**config.mk**
```make
export PLATFORM = sky130hd
export DESIGN_NAME = lowest_free_slot_allocator_unit
export DESIGN_NICKNAME = d
export VERILOG_FILES = /design/src/sv/lfsa_pkg.sv /design/src/sv/lfsa_flag_ram.sv /design/src/sv/lfsa_first_set.sv /design/src/sv/lowest_free_slot_allocator_unit.sv
export SDC_FILE = /design/constraint.sdc
export NUM_CORES = 1
export LEC_CHECK = 0
export ABC_AREA = 1
export BUFFER_PORTS_ARGS = -buffer_cell sky130_fd_sc_hd__buf_2
export CAP_MARGIN = 20
export CELL_PAD_IN_SITES_DETAIL_PLACEMENT = 1
export CELL_PAD_IN_SITES_GLOBAL_PLACEMENT = 1
export CORE_ASPECT_RATIO = 1.1
export CORE_UTILIZATION = 44
export DETAILED_ROUTE_END_ITERATION = 12
export PLACE_DENSITY = 0.71
export SLEW_MARGIN = 20
export SYNTH_ARGS = -nofsm -noshare
export SYNTH_HDL_FRONTEND = slang
export SYNTH_SLANG_ARGS = --single-unit
```
**constraint.sdc**
```tcl
create_clock -name aclk -period 12.5 [get_ports aclk]
set_input_delay 3.125 -clock aclk [delete_from_list [all_inputs] [get_ports aclk]]
set_output_delay 3.125 -clock aclk [all_outputs]
set_load 0.005 [all_outputs]
```
**src/sv/lfsa_pkg.sv**
```systemverilog
package lfsa_pkg;

    localparam int WORD_W = 32;
    localparam int BIT_W  = 5;

    localparam logic OP_ALLOC = 1'b0;
    localparam logic OP_FREE  = 1'b1;

    localparam logic [1:0] ST_DONE    = 2'd0;
    localparam logic [1:0] ST_FULL    = 2'd1;
    localparam logic [1:0] ST_IGNORED = 2'd2;

    typedef enum logic [1:0] {
        S_IDLE,
        S_RMW,
        S_SCAN,
        S_SCAN_LOAD
    } state_t;

    typedef enum logic [1:0] {
        K_TOP,
        K_LIST,
        K_FREE
    } kind_t;

    typedef struct packed {
        logic             found;
        logic [BIT_W-1:0] pos;
    } ffs_t;

endpackage

```
**src/sv/lfsa_flag_ram.sv**
```systemverilog
module lfsa_flag_ram #(
    parameter int ROWS  = 8,
    parameter int ROW_W = 3
) (
    input  logic                       aclk,
    input  logic                       wr_en,
    input  logic [ROW_W-1:0]           wr_addr,
    input  logic [lfsa_pkg::WORD_W-1:0] wr_data,
    input  logic                       rd_en,
    input  logic [ROW_W-1:0]           rd_addr,
    output logic [lfsa_pkg::WORD_W-1:0] rd_data
);

    logic [lfsa_pkg::WORD_W-1:0] mem [ROWS];

    always_ff @(posedge aclk) begin
        if (wr_en) begin
            mem[wr_addr] <= wr_data;
        end
    end

    always_ff @(posedge aclk) begin
        if (rd_en) begin
            rd_data <= mem[rd_addr];
        end
    end

endmodule

```
**src/sv/lfsa_first_set.sv**
```systemverilog
module lfsa_first_set (
    input  logic [lfsa_pkg::WORD_W-1:0] word,
    output lfsa_pkg::ffs_t              res
);

    always_comb begin
        res.found = 1'b0;
        res.pos   = '0;
        for (int i = lfsa_pkg::WORD_W - 1; i >= 0; i--) begin
            if (word[i]) begin
                res.found = 1'b1;
                res.pos   = lfsa_pkg::BIT_W'(i);
            end
        end
    end

endmodule

```
**src/sv/lowest_free_slot_allocator_unit.sv**
```systemverilog
// flow: a full table or a free at or above the high-water mark is answered from idle; other
// requests pass through the read-modify-write state, and a rescanning allocate also loops
// through the scan and scan-load states; throughput: one item at a time, the rescan walking
// one 32-bit flag word per loop through the flag memory and the first-set finder
// reset: synchronous active-low aresetn clears counters, pointer and handshake state;
// the flag memory is not cleared, entries at or above the high-water mark read as zero
module lowest_free_slot_allocator_unit #(
    parameter int SLOTS = 256
) (
    input  logic       aclk,
    input  logic       aresetn,
    input  logic       s_tvalid,
    output logic       s_tready,
    input  logic [7:0] s_tdata,   // slot_in
    input  logic       s_tuser,   // op
    output logic       m_tvalid,
    input  logic       m_tready,
    output logic [7:0] m_tdata,   // slot_out
    output logic [1:0] m_tuser    // status
);

    localparam int WORD_W = lfsa_pkg::WORD_W;
    localparam int BIT_W  = lfsa_pkg::BIT_W;
    localparam int ROWS   = (SLOTS + WORD_W - 1) / WORD_W;
    localparam int ROW_W  = (ROWS > 1) ? $clog2(ROWS) : 1;
    localparam int IDX_W  = ROW_W + BIT_W;
    localparam int HW_W   = $clog2(SLOTS + 1);
    localparam int XW0    = (IDX_W > HW_W) ? IDX_W : HW_W;
    localparam int XW     = (XW0 > 8) ? XW0 : 8;

    lfsa_pkg::state_t state_reg, state_next;
    lfsa_pkg::kind_t  kind_reg, kind_next;
    logic [IDX_W-1:0]  idx_reg, idx_next;
    logic [ROW_W-1:0]  row_reg, row_next;
    logic [WORD_W-1:0] word_reg, word_next;
    logic [HW_W-1:0]   high_water_reg, high_water_next;
    logic [HW_W-1:0]   free_total_reg, free_total_next;
    logic [IDX_W-1:0]  lowest_free_reg, lowest_free_next;
    logic              m_tvalid_reg, m_tvalid_next;
    logic [7:0]        m_slot_reg, m_slot_next;
    logic [1:0]        m_status_reg, m_status_next;

    logic              wr_en;
    logic [ROW_W-1:0]  wr_addr;
    logic [WORD_W-1:0] wr_data;
    logic              rd_en;
    logic [ROW_W-1:0]  rd_addr;
    logic [WORD_W-1:0] rd_data;

    lfsa_pkg::ffs_t    ffs;

    logic              accept;
    logic [XW-1:0]     hw_x;
    logic [XW-1:0]     row_x;
    logic [XW-1:0]     hw_row_x;
    logic [XW-1:0]     last_row_x;
    logic [WORD_W-1:0] valid_mask;
    logic [WORD_W-1:0] masked;
    logic [WORD_W-1:0] onehot;
    logic [IDX_W-1:0]  slot_idx;
    logic [HW_W-1:0]   ft_dec;

    lfsa_flag_ram #(
        .ROWS  (ROWS),
        .ROW_W (ROW_W)
    ) u_ram (
        .aclk    (aclk),
        .wr_en   (wr_en),
        .wr_addr (wr_addr),
        .wr_data (wr_data),
        .rd_en   (rd_en),
        .rd_addr (rd_addr),
        .rd_data (rd_data)
    );

    lfsa_first_set u_ffs (
        .word (word_reg),
        .res  (ffs)
    );

    assign s_tready = (state_reg == lfsa_pkg::S_IDLE) && (!m_tvalid_reg || m_tready);
    assign accept   = s_tvalid && s_tready;
    assign m_tvalid = m_tvalid_reg;
    assign m_tdata  = m_slot_reg;
    assign m_tuser  = m_status_reg;

    // bits of the current row that lie below the high-water mark
    assign hw_x       = XW'(high_water_reg);
    assign row_x      = XW'(row_reg);
    assign hw_row_x   = hw_x >> BIT_W;
    assign last_row_x = (hw_x - XW'(1)) >> BIT_W;

    always_comb begin
        if (row_x < hw_row_x) begin
            valid_mask = '1;
        end else if (row_x == hw_row_x) begin
            valid_mask = (WORD_W'(1) << hw_x[BIT_W-1:0]) - WORD_W'(1);
        end else begin
            valid_mask = '0;
        end
    end

    assign masked   = rd_data & valid_mask;
    assign onehot   = WORD_W'(1) << idx_reg[BIT_W-1:0];
    assign slot_idx = IDX_W'(XW'(s_tdata));
    assign ft_dec   = free_total_reg - HW_W'(1);

    always_ff @(posedge aclk) begin
        if (!aresetn) begin
            state_reg       <= lfsa_pkg::S_IDLE;
            high_water_reg  <= '0;
            free_total_reg  <= '0;
            lowest_free_reg <= '0;
            m_tvalid_reg    <= 1'b0;
        end else begin
            state_reg       <= state_next;
            high_water_reg  <= high_water_next;
            free_total_reg  <= free_total_next;
            lowest_free_reg <= lowest_free_next;
            m_tvalid_reg    <= m_tvalid_next;
        end
    end

    always_ff @(posedge aclk) begin
        kind_reg     <= kind_next;
        idx_reg      <= idx_next;
        row_reg      <= row_next;
        word_reg     <= word_next;
        m_slot_reg   <= m_slot_next;
        m_status_reg <= m_status_next;
    end

    always_comb begin
        state_next       = state_reg;
        kind_next        = kind_reg;
        idx_next         = idx_reg;
        row_next         = row_reg;
        word_next        = word_reg;
        high_water_next  = high_water_reg;
        free_total_next  = free_total_reg;
        lowest_free_next = lowest_free_reg;
        m_tvalid_next    = m_tvalid_reg && !m_tready;
        m_slot_next      = m_slot_reg;
        m_status_next    = m_status_reg;
        wr_en            = 1'b0;
        wr_addr          = row_reg;
        wr_data          = '0;
        rd_en            = 1'b0;
        rd_addr          = row_reg;

        unique case (state_reg)
            lfsa_pkg::S_IDLE: begin
                if (accept) begin
                    if (s_tuser == lfsa_pkg::OP_ALLOC) begin
                        if (free_total_reg != '0) begin
                            kind_next  = lfsa_pkg::K_LIST;
                            idx_next   = lowest_free_reg;
                            state_next = lfsa_pkg::S_RMW;
                        end else if (high_water_reg == HW_W'(SLOTS)) begin
                            m_tvalid_next = 1'b1;
                            m_slot_next   = '0;
                            m_status_next = lfsa_pkg::ST_FULL;
                        end else begin
                            kind_next  = lfsa_pkg::K_TOP;
                            idx_next   = IDX_W'(hw_x);
                            state_next = lfsa_pkg::S_RMW;
                        end
                    end else begin
                        if (XW'(s_tdata) >= hw_x) begin
                            m_tvalid_next = 1'b1;
                            m_slot_next   = '0;
                            m_status_next = lfsa_pkg::ST_IGNORED;
                        end else begin
                            kind_next  = lfsa_pkg::K_FREE;
                            idx_next   = slot_idx;
                            state_next = lfsa_pkg::S_RMW;
                        end
                    end
                    row_next = idx_next[IDX_W-1:BIT_W];
                    rd_en    = 1'b1;
                    rd_addr  = row_next;
                end
            end
            lfsa_pkg::S_RMW: begin
                state_next    = lfsa_pkg::S_IDLE;
                m_slot_next   = '0;
                m_status_next = lfsa_pkg::ST_DONE;
                m_tvalid_next = 1'b1;
                unique case (kind_reg)
                    lfsa_pkg::K_TOP: begin
                        wr_en           = 1'b1;
                        wr_data         = masked & ~onehot;
                        high_water_next = high_water_reg + HW_W'(1);
                        m_slot_next     = 8'(XW'(idx_reg));
                    end
                    lfsa_pkg::K_LIST: begin
                        wr_en           = 1'b1;
                        wr_data         = masked & ~onehot;
                        free_total_next = ft_dec;
                        m_slot_next     = 8'(XW'(idx_reg));
                        if (ft_dec != '0) begin
                            // rescan from the slot above the one handed out
                            word_next     = wr_data & ~((onehot << 1) - WORD_W'(1));
                            m_tvalid_next = 1'b0;
                            state_next    = lfsa_pkg::S_SCAN;
                        end
                    end
                    lfsa_pkg::K_FREE: begin
                        if ((masked & onehot) != '0) begin
                            m_status_next = lfsa_pkg::ST_IGNORED;
                        end else begin
                            wr_en           = 1'b1;
                            wr_data         = masked | onehot;
                            free_total_next = free_total_reg + HW_W'(1);
                            if (free_total_reg == '0 || lowest_free_reg > idx_reg) begin
                                lowest_free_next = idx_reg;
                            end
                        end
                    end
                    default: begin
                        m_status_next = lfsa_pkg::ST_DONE;
                    end
                endcase
            end
            lfsa_pkg::S_SCAN: begin
                if (ffs.found) begin
                    lowest_free_next = {row_reg, ffs.pos};
                    m_tvalid_next    = 1'b1;
                    state_next       = lfsa_pkg::S_IDLE;
                end else if (row_x >= last_row_x) begin
                    m_tvalid_next = 1'b1;
                    state_next    = lfsa_pkg::S_IDLE;
                end else begin
                    row_next   = ROW_W'(row_reg + ROW_W'(1));
                    rd_en      = 1'b1;
                    rd_addr    = row_next;
                    state_next = lfsa_pkg::S_SCAN_LOAD;
                end
            end
            lfsa_pkg::S_SCAN_LOAD: begin
                word_next  = masked;
                state_next = lfsa_pkg::S_SCAN;
            end
            default: begin
                state_next = lfsa_pkg::S_IDLE;
            end
        endcase
    end

`ifndef NO_ASSERTIONS
    a_free_le_hw: assert property (@(posedge aclk) disable iff (!aresetn)
        free_total_reg <= high_water_reg)
        else $error("free count above high-water mark");

    a_hw_le_slots: assert property (@(posedge aclk) disable iff (!aresetn)
        XW'(high_water_reg) <= XW'(SLOTS))
        else $error("high-water mark beyond table");

    a_lowest_valid: assert property (@(posedge aclk) disable iff (!aresetn)
        (free_total_reg != '0) |-> (XW'(lowest_free_reg) < hw_x))
        else $error("lowest free slot not below high-water mark");

    a_out_free: assert property (@(posedge aclk) disable iff (!aresetn)
        (s_tvalid && s_tready) |-> (!m_tvalid || m_tready))
        else $error("item accepted while result still pending");
`endif

endmodule

```
Yosys cells after proc, flatten, opt, wreduce, memory -nomap -nowiden
Memories as Yosys holds them, arrays and structs flattened. A register that Yosys moved wholly into a read port is not among the register bits.
Cells that the tools add are included.
{"block": "word_totals", "regBits": 84, "mem_bits_rw": 256, "input_bits": 13, "word_cells": 184, "mem_count": 1}
{"name": "u_ram.mem", "words": 8, "width": 32, "read_ports": 1, "rd_clocked_by_memory_dff": 1, "wr": 1, "line": "lfsa_flag_ram.sv:14", "source": "logic [lfsa_pkg::WORD_W-1:0] mem [ROWS];"}
{"block": "classes", "add_sub_neg": 7, "n_lt_le_gt_ge": 4, "n_eq_ne": 22, "shift": 2, "n_mux": 103, "bitwise": 7, "n_reduce_logical": 26}
{"op": "$mux W32", "n": 6}
{"op": "$mux W6", "n": 32}
{"op": "$and A32 B32 Y32", "n": 4}
{"op": "$pmux W32 S2", "n": 2}
{"op": "$mux W8", "n": 14}
{"op": "$not A32 Y32", "n": 2}
{"op": "$shl A1 B5 Y32 const A", "n": 2}
{"op": "$mux W2", "n": 20}
{"op": "$or A32 B32 Y32", "n": 1}
{"op": "$pmux W8 S2", "n": 2}
{"op": "$reduce_bool A32 Y1", "n": 1}
{"op": "$sub A32 B1 Y32 const B", "n": 1}
{"op": "$sub A32 B2 Y32 const B", "n": 1}
{"op": "$add A9 B1 Y9 const B", "n": 2}
{"op": "$pmux W9 S2", "n": 1}
{"op": "$reduce_bool A9 Y1", "n": 2}
{"op": "$sub A9 B1 Y9 const B", "n": 2}
{"op": "$mux W1", "n": 16}
{"op": "$ne A2 B2 Y1 const B", "n": 8}
{"op": "$reduce_and A5 Y1", "n": 2}
{"op": "$eq A9 B9 Y1 const B", "n": 1}
{"op": "$ge A8 B9 Y1", "n": 1}
{"op": "$logic_not A9 Y1", "n": 1}
{"op": "$mux W3", "n": 3}
{"op": "26 further kinds", "n": 44}

Depth between registers and ports, before layout
Gate-level depths: netlist of the first run.
{"block": "logic_depth", "depth_word": 34, "mapped_depth": 33, "mapped_depth_nobuf": 33}

Modules after synthesis
A second synthesis of the first run with hierarchy kept.
{"block": "unflattened", "hier_cells": 2562, "hier_area_um2": 20756.2}
{"mod": "lfsa_flag_ram", "instances": 1, "cells_per_inst": 1156, "area_per_inst_um2": 12192.9, "seq_area_each_um2": 8648.3}
{"mod": "lowest_free_slot_allocator_unit", "instances": 1, "cells_per_inst": 1297, "area_per_inst_um2": 8076.5, "seq_area_each_um2": 2202.1}
{"mod": "lfsa_first_set", "instances": 1, "cells_per_inst": 109, "area_per_inst_um2": 486.7, "seq_area_each_um2": 0.0}

Worst setup path after synthesis of the first run
Ideal clock, no wire load.
{"block": "synth_timing", "path_type": "input to output", "from": "input port m_tready", "to": "output port s_tready", "t_arrival_ns": 3.370, "required_ns": 9.375, "slack_ns": 6.005, "stages": 2, "path_buffers": 0, "cell_sequence": "nor2_1 > nor2_1"}
{"block": "synth_between", "elab_chain_len": 2}
{"element": "start: declaration", "line": "lowest_free_slot_allocator_unit.sv:17", "source": "input logic m_tready,"}
{"element": "$logic_or A1 B1 Y1", "line": "lowest_free_slot_allocator_unit.sv:81", "source": "assign s_tready = (state_reg == lfsa_pkg::S_IDLE) && (!m_tvalid_reg || m_tready);"}
{"element": "$logic_and A1 B1 Y1", "line": "lowest_free_slot_allocator_unit.sv:81"}
{"element": "end: declaration", "line": "lowest_free_slot_allocator_unit.sv:13", "source": "output logic s_tready,"}
No other way between the ends.

Worst setup path in the final report of the first run
{"block": "layout_timing", "from": "input port s_tdata[4]", "to": "register u_ram.rd_data[5] (netlist name), read port of u_ram.mem, data pin"}
{"block": "layout_between", "elab_chain_len": 5}
{"element": "start: declaration", "line": "lowest_free_slot_allocator_unit.sv:14", "source": "input logic [7:0] s_tdata,"}
{"element": "$ge A8 B9 Y1", "line": "lowest_free_slot_allocator_unit.sv:169", "source": "if (XW'(s_tdata) >= hw_x) begin"}
{"element": "$mux W8", "line": "lowest_free_slot_allocator_unit.sv:169"}
{"element": "$mux W8", "line": "lowest_free_slot_allocator_unit.sv:154", "source": "if (s_tuser == lfsa_pkg::OP_ALLOC) begin"}
{"element": "$mux W3"}
{"element": "$pmux W3 S2", "line": "lowest_free_slot_allocator_unit.sv:151", "source": "unique case (state_reg)"}
{"element": "end: declaration", "line": "lfsa_flag_ram.sv:11", "source": "output logic [lfsa_pkg::WORD_W-1:0] rd_data"}
No other way between the ends. The select of a mux whose other input is x is not followed.
A chain may end at the register's enable or synchronous reset.

==> results of run 1 <==
[power breakdown]
group	switching [uW]	internal, uW	total, uW
combinational	822	315	1140
clock	504	699	1200
sequential	72.4	1510	1590
total	1400	2530	3930
[cells in the final DEF (no fill, tap or decap), types with 4 or more instances in the layout]
cell       netlist  layout
nor2_1         357     353
edfxtp_1       340     340
nand2_1        247     246
o21ai_0        228     228
inv_1          168     166
a21oi_1         76      76
nand3_1         56      56
o22ai_1         46      45
clkbuf_16        0      42
a31oi_1         40      40
ha_1            35      35
o21bai_1        33      33
dfxtp_1         32      32
nor3_1          33      29
buf_2           22      25
buf_4            1      25
a221oi_2        14      14
clkinv_1         5      13
xor2_1          13      13
nor4_1          14      13
nand2_2         12      13
nand4_1         11      11
clkinv_2         1      10
nor2_4           6      10
inv_2            8       9
clkbuf_1        50       7
nor2_2           6       6
nor3_2           2       6
o21ai_1          6       5
a21boi_0         5       5
a21oi_2          5       5
o211ai_1         4       4
a221oi_1         4       4
o21a_1           4       4
o21ai_2          4       4
xnor2_1          4       4
bufinv_16        0       4
[metal layers]
| layer | part of all wire [%] | wire [um] |
|---|---|---|
| met1 | 44 | 25700 |
| met2 | 49 | 28300 |
| met3 | 3.5 | 2020 |
| met5 | 0 | 0 |
| met4 | 3.8 | 2190 |
[worst min path at each step]
stage | slack (ps) | end | from
finish | 490 | free_total_reg[7] | free_total_reg[7]
detailed placement | 480 | free_total_reg[7] | free_total_reg[7]
floorplan | 450 | free_total_reg[7] | free_total_reg[7]
global route | 520 | high_water_reg[8] | high_water_reg[7]
global placement | 470 | free_total_reg[7] | free_total_reg[7]
CTS | 490 | free_total_reg[7] | free_total_reg[7]
[Yosys cell counts (6+ instances only)]
library cell	n
nor2_1	357
edfxtp_1	340
nand2_1	247
o21ai_0	228
inv_1	168
a21oi_1	76
nand3_1	56
clkbuf_1	50
o22ai_1	46
a31oi_1	40
ha_1	35
nor3_1	33
o21bai_1	33
dfxtp_1	32
buf_2	22
a221oi_2	14
nor4_1	14
xor2_1	13
nand2_2	12
nand4_1	11
inv_2	8
nor2_2	6
nor2_4	6
o21ai_1	6
[metrics by stage]
step / std cells / utilization, % / worst slack [ps]
final: 2544 / 49.9 / 5290
after global placement: 2468 / 46.7 / 4980
after detailed placement: 2468 / 46.7 / 4810
after global routing: 2544 / 49.9 / 4920
after CTS: 2542 / 49.9 / 5320
after floorplan: 1940 / - / 6010
[kinds of logic (layout without fill, tap and decap cells)]
logic type	count (synthesis)	after routing	share of synthesized area [%]
xor+xnor	17	17	0.797
compound gates	489	489	15.7
fa+ha+maj	35	35	2.34
simple gates	760	760	17.3
flops	372	372	58.0
buf+inv	267	311	5.83
[critical path, cell delays in order]
cell	delay (ps)
buf_2	110
ha_1	340
a21oi_1	170
o21ai_0	100
a221oi_1	240
nand3_1	230
inv_1	160
nand2_1	60
a21oi_1	210
nand2_1	100
a22oi_2	870
buf_4	440
inv_2	320
buf_4	390
o21ai_0	200
o21bai_1	180
a31oi_1	120
[layout make-up]
cell class                 instances  area, um^2
fill                            4738       20800
sequential                       372       10900
multi-input combinational       1301        6850
clock buffer                      49        1080
inverter                         186         713
tap                              560         701
timing repair buffer              51         318
clock inverter                    25         240
==> impl_results.md, run 1 <==
- Status: finished clean
- Initial DRC count: 912
- Seq/Total Area, Yosys: 58.0%
- Final critical-path required period: 7210 ps
- Post-CTS sizing: 0
- Via count of the first global-routing pass: 14,900
- Syn. warnings: 0
- Hold-fix buffers at CTS: 0
- Power per cell area: between 150 and 200 nW/um^2
- Post-synth top area share: between 50% and 60%
- CTS H-tree lvls: 2
- Worst-path clk slew: 60 ps
- Area of the core: 41,600 um^2
- TritonCTS clock tree: built
- Synth top area cells: edfxtp_1 (55%), nor2_1 (7.2%), o21ai_0 (6.1%), nand2_1 (5.0%), dfxtp_1 (3.4%)
- Crit path kind: primary input to flop
- Post-CTS Setup Inserts: 0
- Synthesized instance count: 1,940
- Setup TNS: 0 ps
- Die span in x: 199 um
- Synth Area per Inst: 9.63 um^2
- Worst hold slack: a little under 500 ps
- Die area: 43,300 um^2
- Seq cells post-synth: about 370
- Maximum vdd drop: 0.158 mV
- Ports: 25
- Min-Delay Path Class: flop to flop
- Fmax: approximately 140 MHz
- Antenna violation net count after detailed routing: 0
- Design area: 20,800 um^2
- Global Route met2 Usage: 47.0%
- Worst clock skew: 21.2 ps
- M1 GR Usage: 35.2%
- Via count: 14,500
- Worst R2R Setup Slack: about 6300 ps
- Share of layout cells above drive strength 1: 9.93%
- Critical Path Start Type: primary input
- Prevailing post-synth register cell: edfxtp_1
- CTS buffer count: 41
- Routed WL: around 58,000 um
- Worst-Skew Late Latency: approximately 570 ps
- Total global-route track usage: 27.4%
- Rel. slew slack: 23.8%
- GPL Wtd Cong: 0.921
- Max reg flops: 256
- DP HPWL: 39,400 um
- Hold path depth: 2
- Cell taking the most area after synthesis: edfxtp_1
- Area Overhead vs Synth: 11.0%
- Worst r2r src: row_reg[0]
- Reg2reg path depth: 19
- First-pass GRT wire length: approximately 90,000 um
- Leakage: 0.00753 uW
- Antenna Cells: 0
- Initial antenna violation count: 0
- Initial Util: 45.0%
- I/O Buffers: 24
- Avg WL per Cell: 22.9 um
- Final setup viols: 0
- Row Count: 78
- Largest net degree at the start of global routing: 81
- Busiest layer in global routing: met2
- CP Launch Point: s_tdata[4]
- Power Total: 3930 uW
- RSZ-0062 raised after global routing: no
- Met3 global-route usage: 3.06%
- Post-synth EDFFs: between 300 and 400
- Pre-antenna DRT Iters: 5
- Unique masters post-synth: 63
- Mapped Nets: about 2,000
- Crit path capture type: flop
- Placed cell areas: 19,400 um^2
- Crit path max fanout: 63
- Final nets: 2,001
- # DRC: 0
- Worst r2r dst: u_ram.mem[2][10]
- Crit path DAT: about 7500 ps
- Clock Tree Buf Depth: 3
- Final slew viol count: 0
- Async set-reset flop share out of synthesis: 0%
- # clock sinks: 372
- Setup crit end: u_ram.rd_data[5]
- Die height: 218 um
- Part of the cycle the worst path needs: 57.7%
- Overflow after GRT: 0
- WP data required: approximately 13,000 ps
- CTS root buffer: clkbuf_16
- Post-Syn Area: 18,700 um^2
- Final Hold Viols: 0
- Maxcap violations: 0
- Routed vias/inst: 5.70
- Slew @ Worst Pin: ~1100 ps
No activity file was read; power rests on OpenSTA's default activity.
==> inputs of run 2 (changes only) <==
--- a/config.mk
+++ b/config.mk
@@ -5,7 +5,7 @@
 export SDC_FILE = /design/constraint.sdc
 export NUM_CORES = 1
 export LEC_CHECK = 0
-export ABC_AREA = 1
+export ABC_AREA = 0
 export BUFFER_PORTS_ARGS = -buffer_cell sky130_fd_sc_hd__buf_2
 export CAP_MARGIN = 20
 export CELL_PAD_IN_SITES_DETAIL_PLACEMENT = 1
@@ -13,7 +13,7 @@
 export CORE_ASPECT_RATIO = 1.1
 export CORE_UTILIZATION = 44
 export DETAILED_ROUTE_END_ITERATION = 12
-export PLACE_DENSITY = 0.71
+export PLACE_DENSITY = 0.68
 export SLEW_MARGIN = 20
 export SYNTH_ARGS = -nofsm -noshare
 export SYNTH_HDL_FRONTEND = slang
==> constraint.sdc (replaced) <==
create_clock -name aclk -period 7.4 [get_ports aclk]
set_input_delay 1.85 -clock aclk [delete_from_list [all_inputs] [get_ports aclk]]
set_output_delay 1.85 -clock aclk [all_outputs]
set_load 0.005 [all_outputs]
==> impl_results.md, run 2 <==
- Die area: 44,500 um^2 (+2.7%)
- Min-Delay Path Class: flop to flop
- Post-CTS Setup Inserts: 0 (unchanged)
- Clock Tree Buf Depth: 3 (unchanged)
- CP peak stage delay: 840 ps (-30 ps)
- Post-synth top area share: 53.2% (-1.4 points)
- Routed WL: 61,200 um (+5.0%)
- Sw power: 1640 uW (+17%)
- Post-CTS sizing: 0 (unchanged)
- Fmax: 163 MHz
- Most frequent cells in the layout: edfxtp_1 (340), nor2_1 (163), nand2_1 (115)
- Worst r2r src: high_water_reg[1]
- Share of layout cells above drive strength 1: 14.5% (+4.6 points)
- Mapped Nets: 1,652 (-17%)
- Reg area: 10,900 um^2 (unchanged)
- Worst r2r dst: u_ram.mem[6][4]
- Crit path max-delay cell type: a211oi_1
- Final slew viol count: 0 (unchanged)
- Overflow after GRT: 0 (unchanged)
- Worst clock skew: 29.6 ps (+8.43 ps)
- Via count of the first global-routing pass: 14,400 (-3.6%)
- TritonCTS clock tree: built
- Initial Util: 45.0% (about the same)
- Post-synth EDFFs: 340 (unchanged)
- Hold_sp: lowest_free_reg[0]
- Prevailing post-synth register cell: edfxtp_1
- Pre-antenna DRT Iters: 7 (+2)
- Share of power burned in registers: 44.7% (+4.3 points)
- Critical Path Start Type: flop
- GPL Wtd Cong: 0.971 (+5.4%)
- Seq/Total Area, Yosys: 56.5% (-1.5 points)
- Setup TNS: 0 ps (unchanged)
- Final critical-path required period: 6130 ps
- Final setup viols: 0 (unchanged)
- Comb pwr share: 19.3% (-9.6 points)
- Most common cell in the synthesized netlist: edfxtp_1
- Internal power: 3960 uW (+57%)
- Slew @ Worst Pin: 1210 ps (+70.2 ps)
- CP Launch Point: high_water_reg[1]
- Total global-route track usage: 27.6% (+0.17 points)
- Row Count: 79 (+1.3%)
- Seq cells post-synth: 372 (unchanged)
- Crit-path leading delay family: simple AND/OR/NAND/NOR gates
- Largest net degree at the start of global routing: 37 (-54%)
- DP HPWL: 42,500 um (+7.8%)
- # clock sinks: 372 (unchanged)
- CTS H-tree lvls: 2 (unchanged)
- Antenna Cells: 0 (unchanged)
- Syn. warnings: 0 (unchanged)
- Area Overhead vs Synth: 12.1%
- Synth top area cells: edfxtp_1 (53%), mux2i_1 (4.0%), dfxtp_1 (3.3%), nor2_1 (3.2%), a21oi_1 (2.4%)
- Max reg flops: 256 (unchanged)
- Clock share of power: 36.0% (+5.4 points)
- Worst R2R Setup Slack: 1270 ps (-5070 ps)
- Crit path capture type: flop
- Multi-input logic area: 7760 um^2 (+13%)
- RSZ-0062 raised after global routing: no
- Crit path kind: flop to flop
- Crit path max fanout: 17 (-73%)
- Worst path cell trace: inv_1 > ha_1 > or4b_1 > ha_1 > o21a_1 > a31oi_1 > or4_1 > mux2i_1 > nand4_1 > nor4_1 > nand4_1 > nor2_4 > nor2_1 > a211oi_1
- Synthesized instance count: 1,604 (-17%)
- # DRC: 0 (unchanged)
- Rel. slew slack: 19.1% (-4.7 points)
- Leakage: 0.00725 uW (-3.7%)
- Cell taking the most area after synthesis: edfxtp_1
- Sw Share: 29.3% (-6.3 points)
- Avg WL per Cell: 27.4 um (+20%)
- Unique masters post-synth: 100 (+59%)
- CTS buffer count: 40 (-2.4%)
- Reg2reg path depth: 14 (-5)
- CTS root buffer: clkbuf_16
- Ports: 25 (unchanged)
- Async set-reset flop share out of synthesis: 0% (unchanged)
- WP buf/inv: 1 (-4)
- Status: finished clean
- Power per cell area: 260 nW/um^2 (+38%)
- Initial antenna violation count: 1 (+1)
- Post-Syn Area: 19,200 um^2 (+2.7%)
- Die span in x: 201 um (+1.3%)
- FILL cells: 4,429 (-6.5%)
- First-pass GRT wire length: 91,800 um (+3.5%)
- Final Hold Viols: 0 (unchanged)
- Hold path depth: 2 (unchanged)
- Via count: 13,900 (-4.0%)
- Maximum vdd drop: 0.201 mV (+27%)
- Worst-path clk slew: 60 ps (about the same)
- WP data required: 7620 ps (-5160 ps)
- I/O Buffers: 24 (unchanged)
- Fin cells: 2,230 (-12%)
- Final nets: 1,679 (-16%)
- Area of the core: 42,700 um^2 (+2.7%)
- Crit path DAT: 6350 ps (-1140 ps)
- Synth Area per Inst: 12.0 um^2 (+24%)
- Post-Place Cells: 2,156 (-13%)
- Worst-Skew Late Latency: 580 ps (about the same)
- Synth cell count leaders: edfxtp_1 (340), nor2_1 (164), nand2_1 (115), a21oi_1 (93), mux2i_1 (76)
- Die height: 221 um (+1.3%)
- Routed vias/inst: 6.25 (+9.6%)
- Maxcap violations: 0 (unchanged)
- Initial DRC count: 1,020 (+12%)
- Antenna violation net count after detailed routing: 0 (unchanged)
- Hold path endpoint: lowest_free_reg[0]
- Part of the cycle the worst path needs: 82.8%
- Hold-fix buffers at CTS: 0 (unchanged)
- Most common cell after layout, fill and taps aside: edfxtp_1
==> run 2: how the worst max path moves through the flow <==
stage          slack [ps]               end  cells after the start
2_1_floorplan         200   u_ram.mem[4][0]                     16
3_3_place_gp         1410  u_ram.mem[6][20]                     14
3_5_place_dp         1480  u_ram.rd_data[9]                     14
4_1_cts              1410   u_ram.mem[2][7]                     14
5_1_grt              1010   u_ram.mem[2][7]                     14
6_report             1270   u_ram.mem[6][4]                     14
==> run 2: area by class of cell <==
| class | instances | share of cell area, % |
|---|---|---|
| flip-flops and latches | 372 | 50.4 |
| repair buffers | 92 | 3.33 |
| clock buffers | 53 | 4.93 |
| well taps | 567 | 3.30 |
| multi-input cells | 1084 | 36.1 |
| clock inverters | 21 | 1.23 |
| inverters | 41 | 0.715 |
==> run 2: logic make-up after synthesis <==
group | synth area share [%]
muxes | 8.11
AOI/OAI and AO/OA | 14.1
and+or+nand+nor | 14.2
DFF | 56.5
adders and majority gates | 2.28
buffers and inverters | 3.56
xor gates and xnor gates | 1.19
==> run 2: metrics by stage <==
step                setup WS, ps  total power, uW  util, %  instance area [um^2]  hold slack (ps)
CTS                         1410             5630     50.4                 21500              530
global placement            1410             3580     47.2                 20100              517
floorplan                    200             3200        -                 19200              461
finish                      1270             5600     50.4                 21500              533
global route                1010             5770     50.4                 21500              547
detailed placement          1480             3620     47.3                 20200              518
==> run 2: power by group through the flow <==
stage	registers (uW)	logic, uW	clock network (uW)
floorplan	2490	707	0
detailed placement	2540	1070	0
CTS	2500	1080	2050
global placement	2540	1040	0
finish	2500	1080	2010
global route	2510	1150	2110
==> run 2: per-layer routing <==
metal / vias up / wire length [um] / track usage [%]
met1: 7086 / 25300 / 34.4
met3: 152 / 2760 / 4.02
met4: 2 / 2970 / 12.8
li1: 6266 / - / -
met5: - / 9 / 0
met2: 432 / 30100 / 47.1
==> run 2: worst min-delay path: stages (launching register included) <==
cell,delay [ps]
dfxtp_1,330
inv_1,80
o31ai_1,70
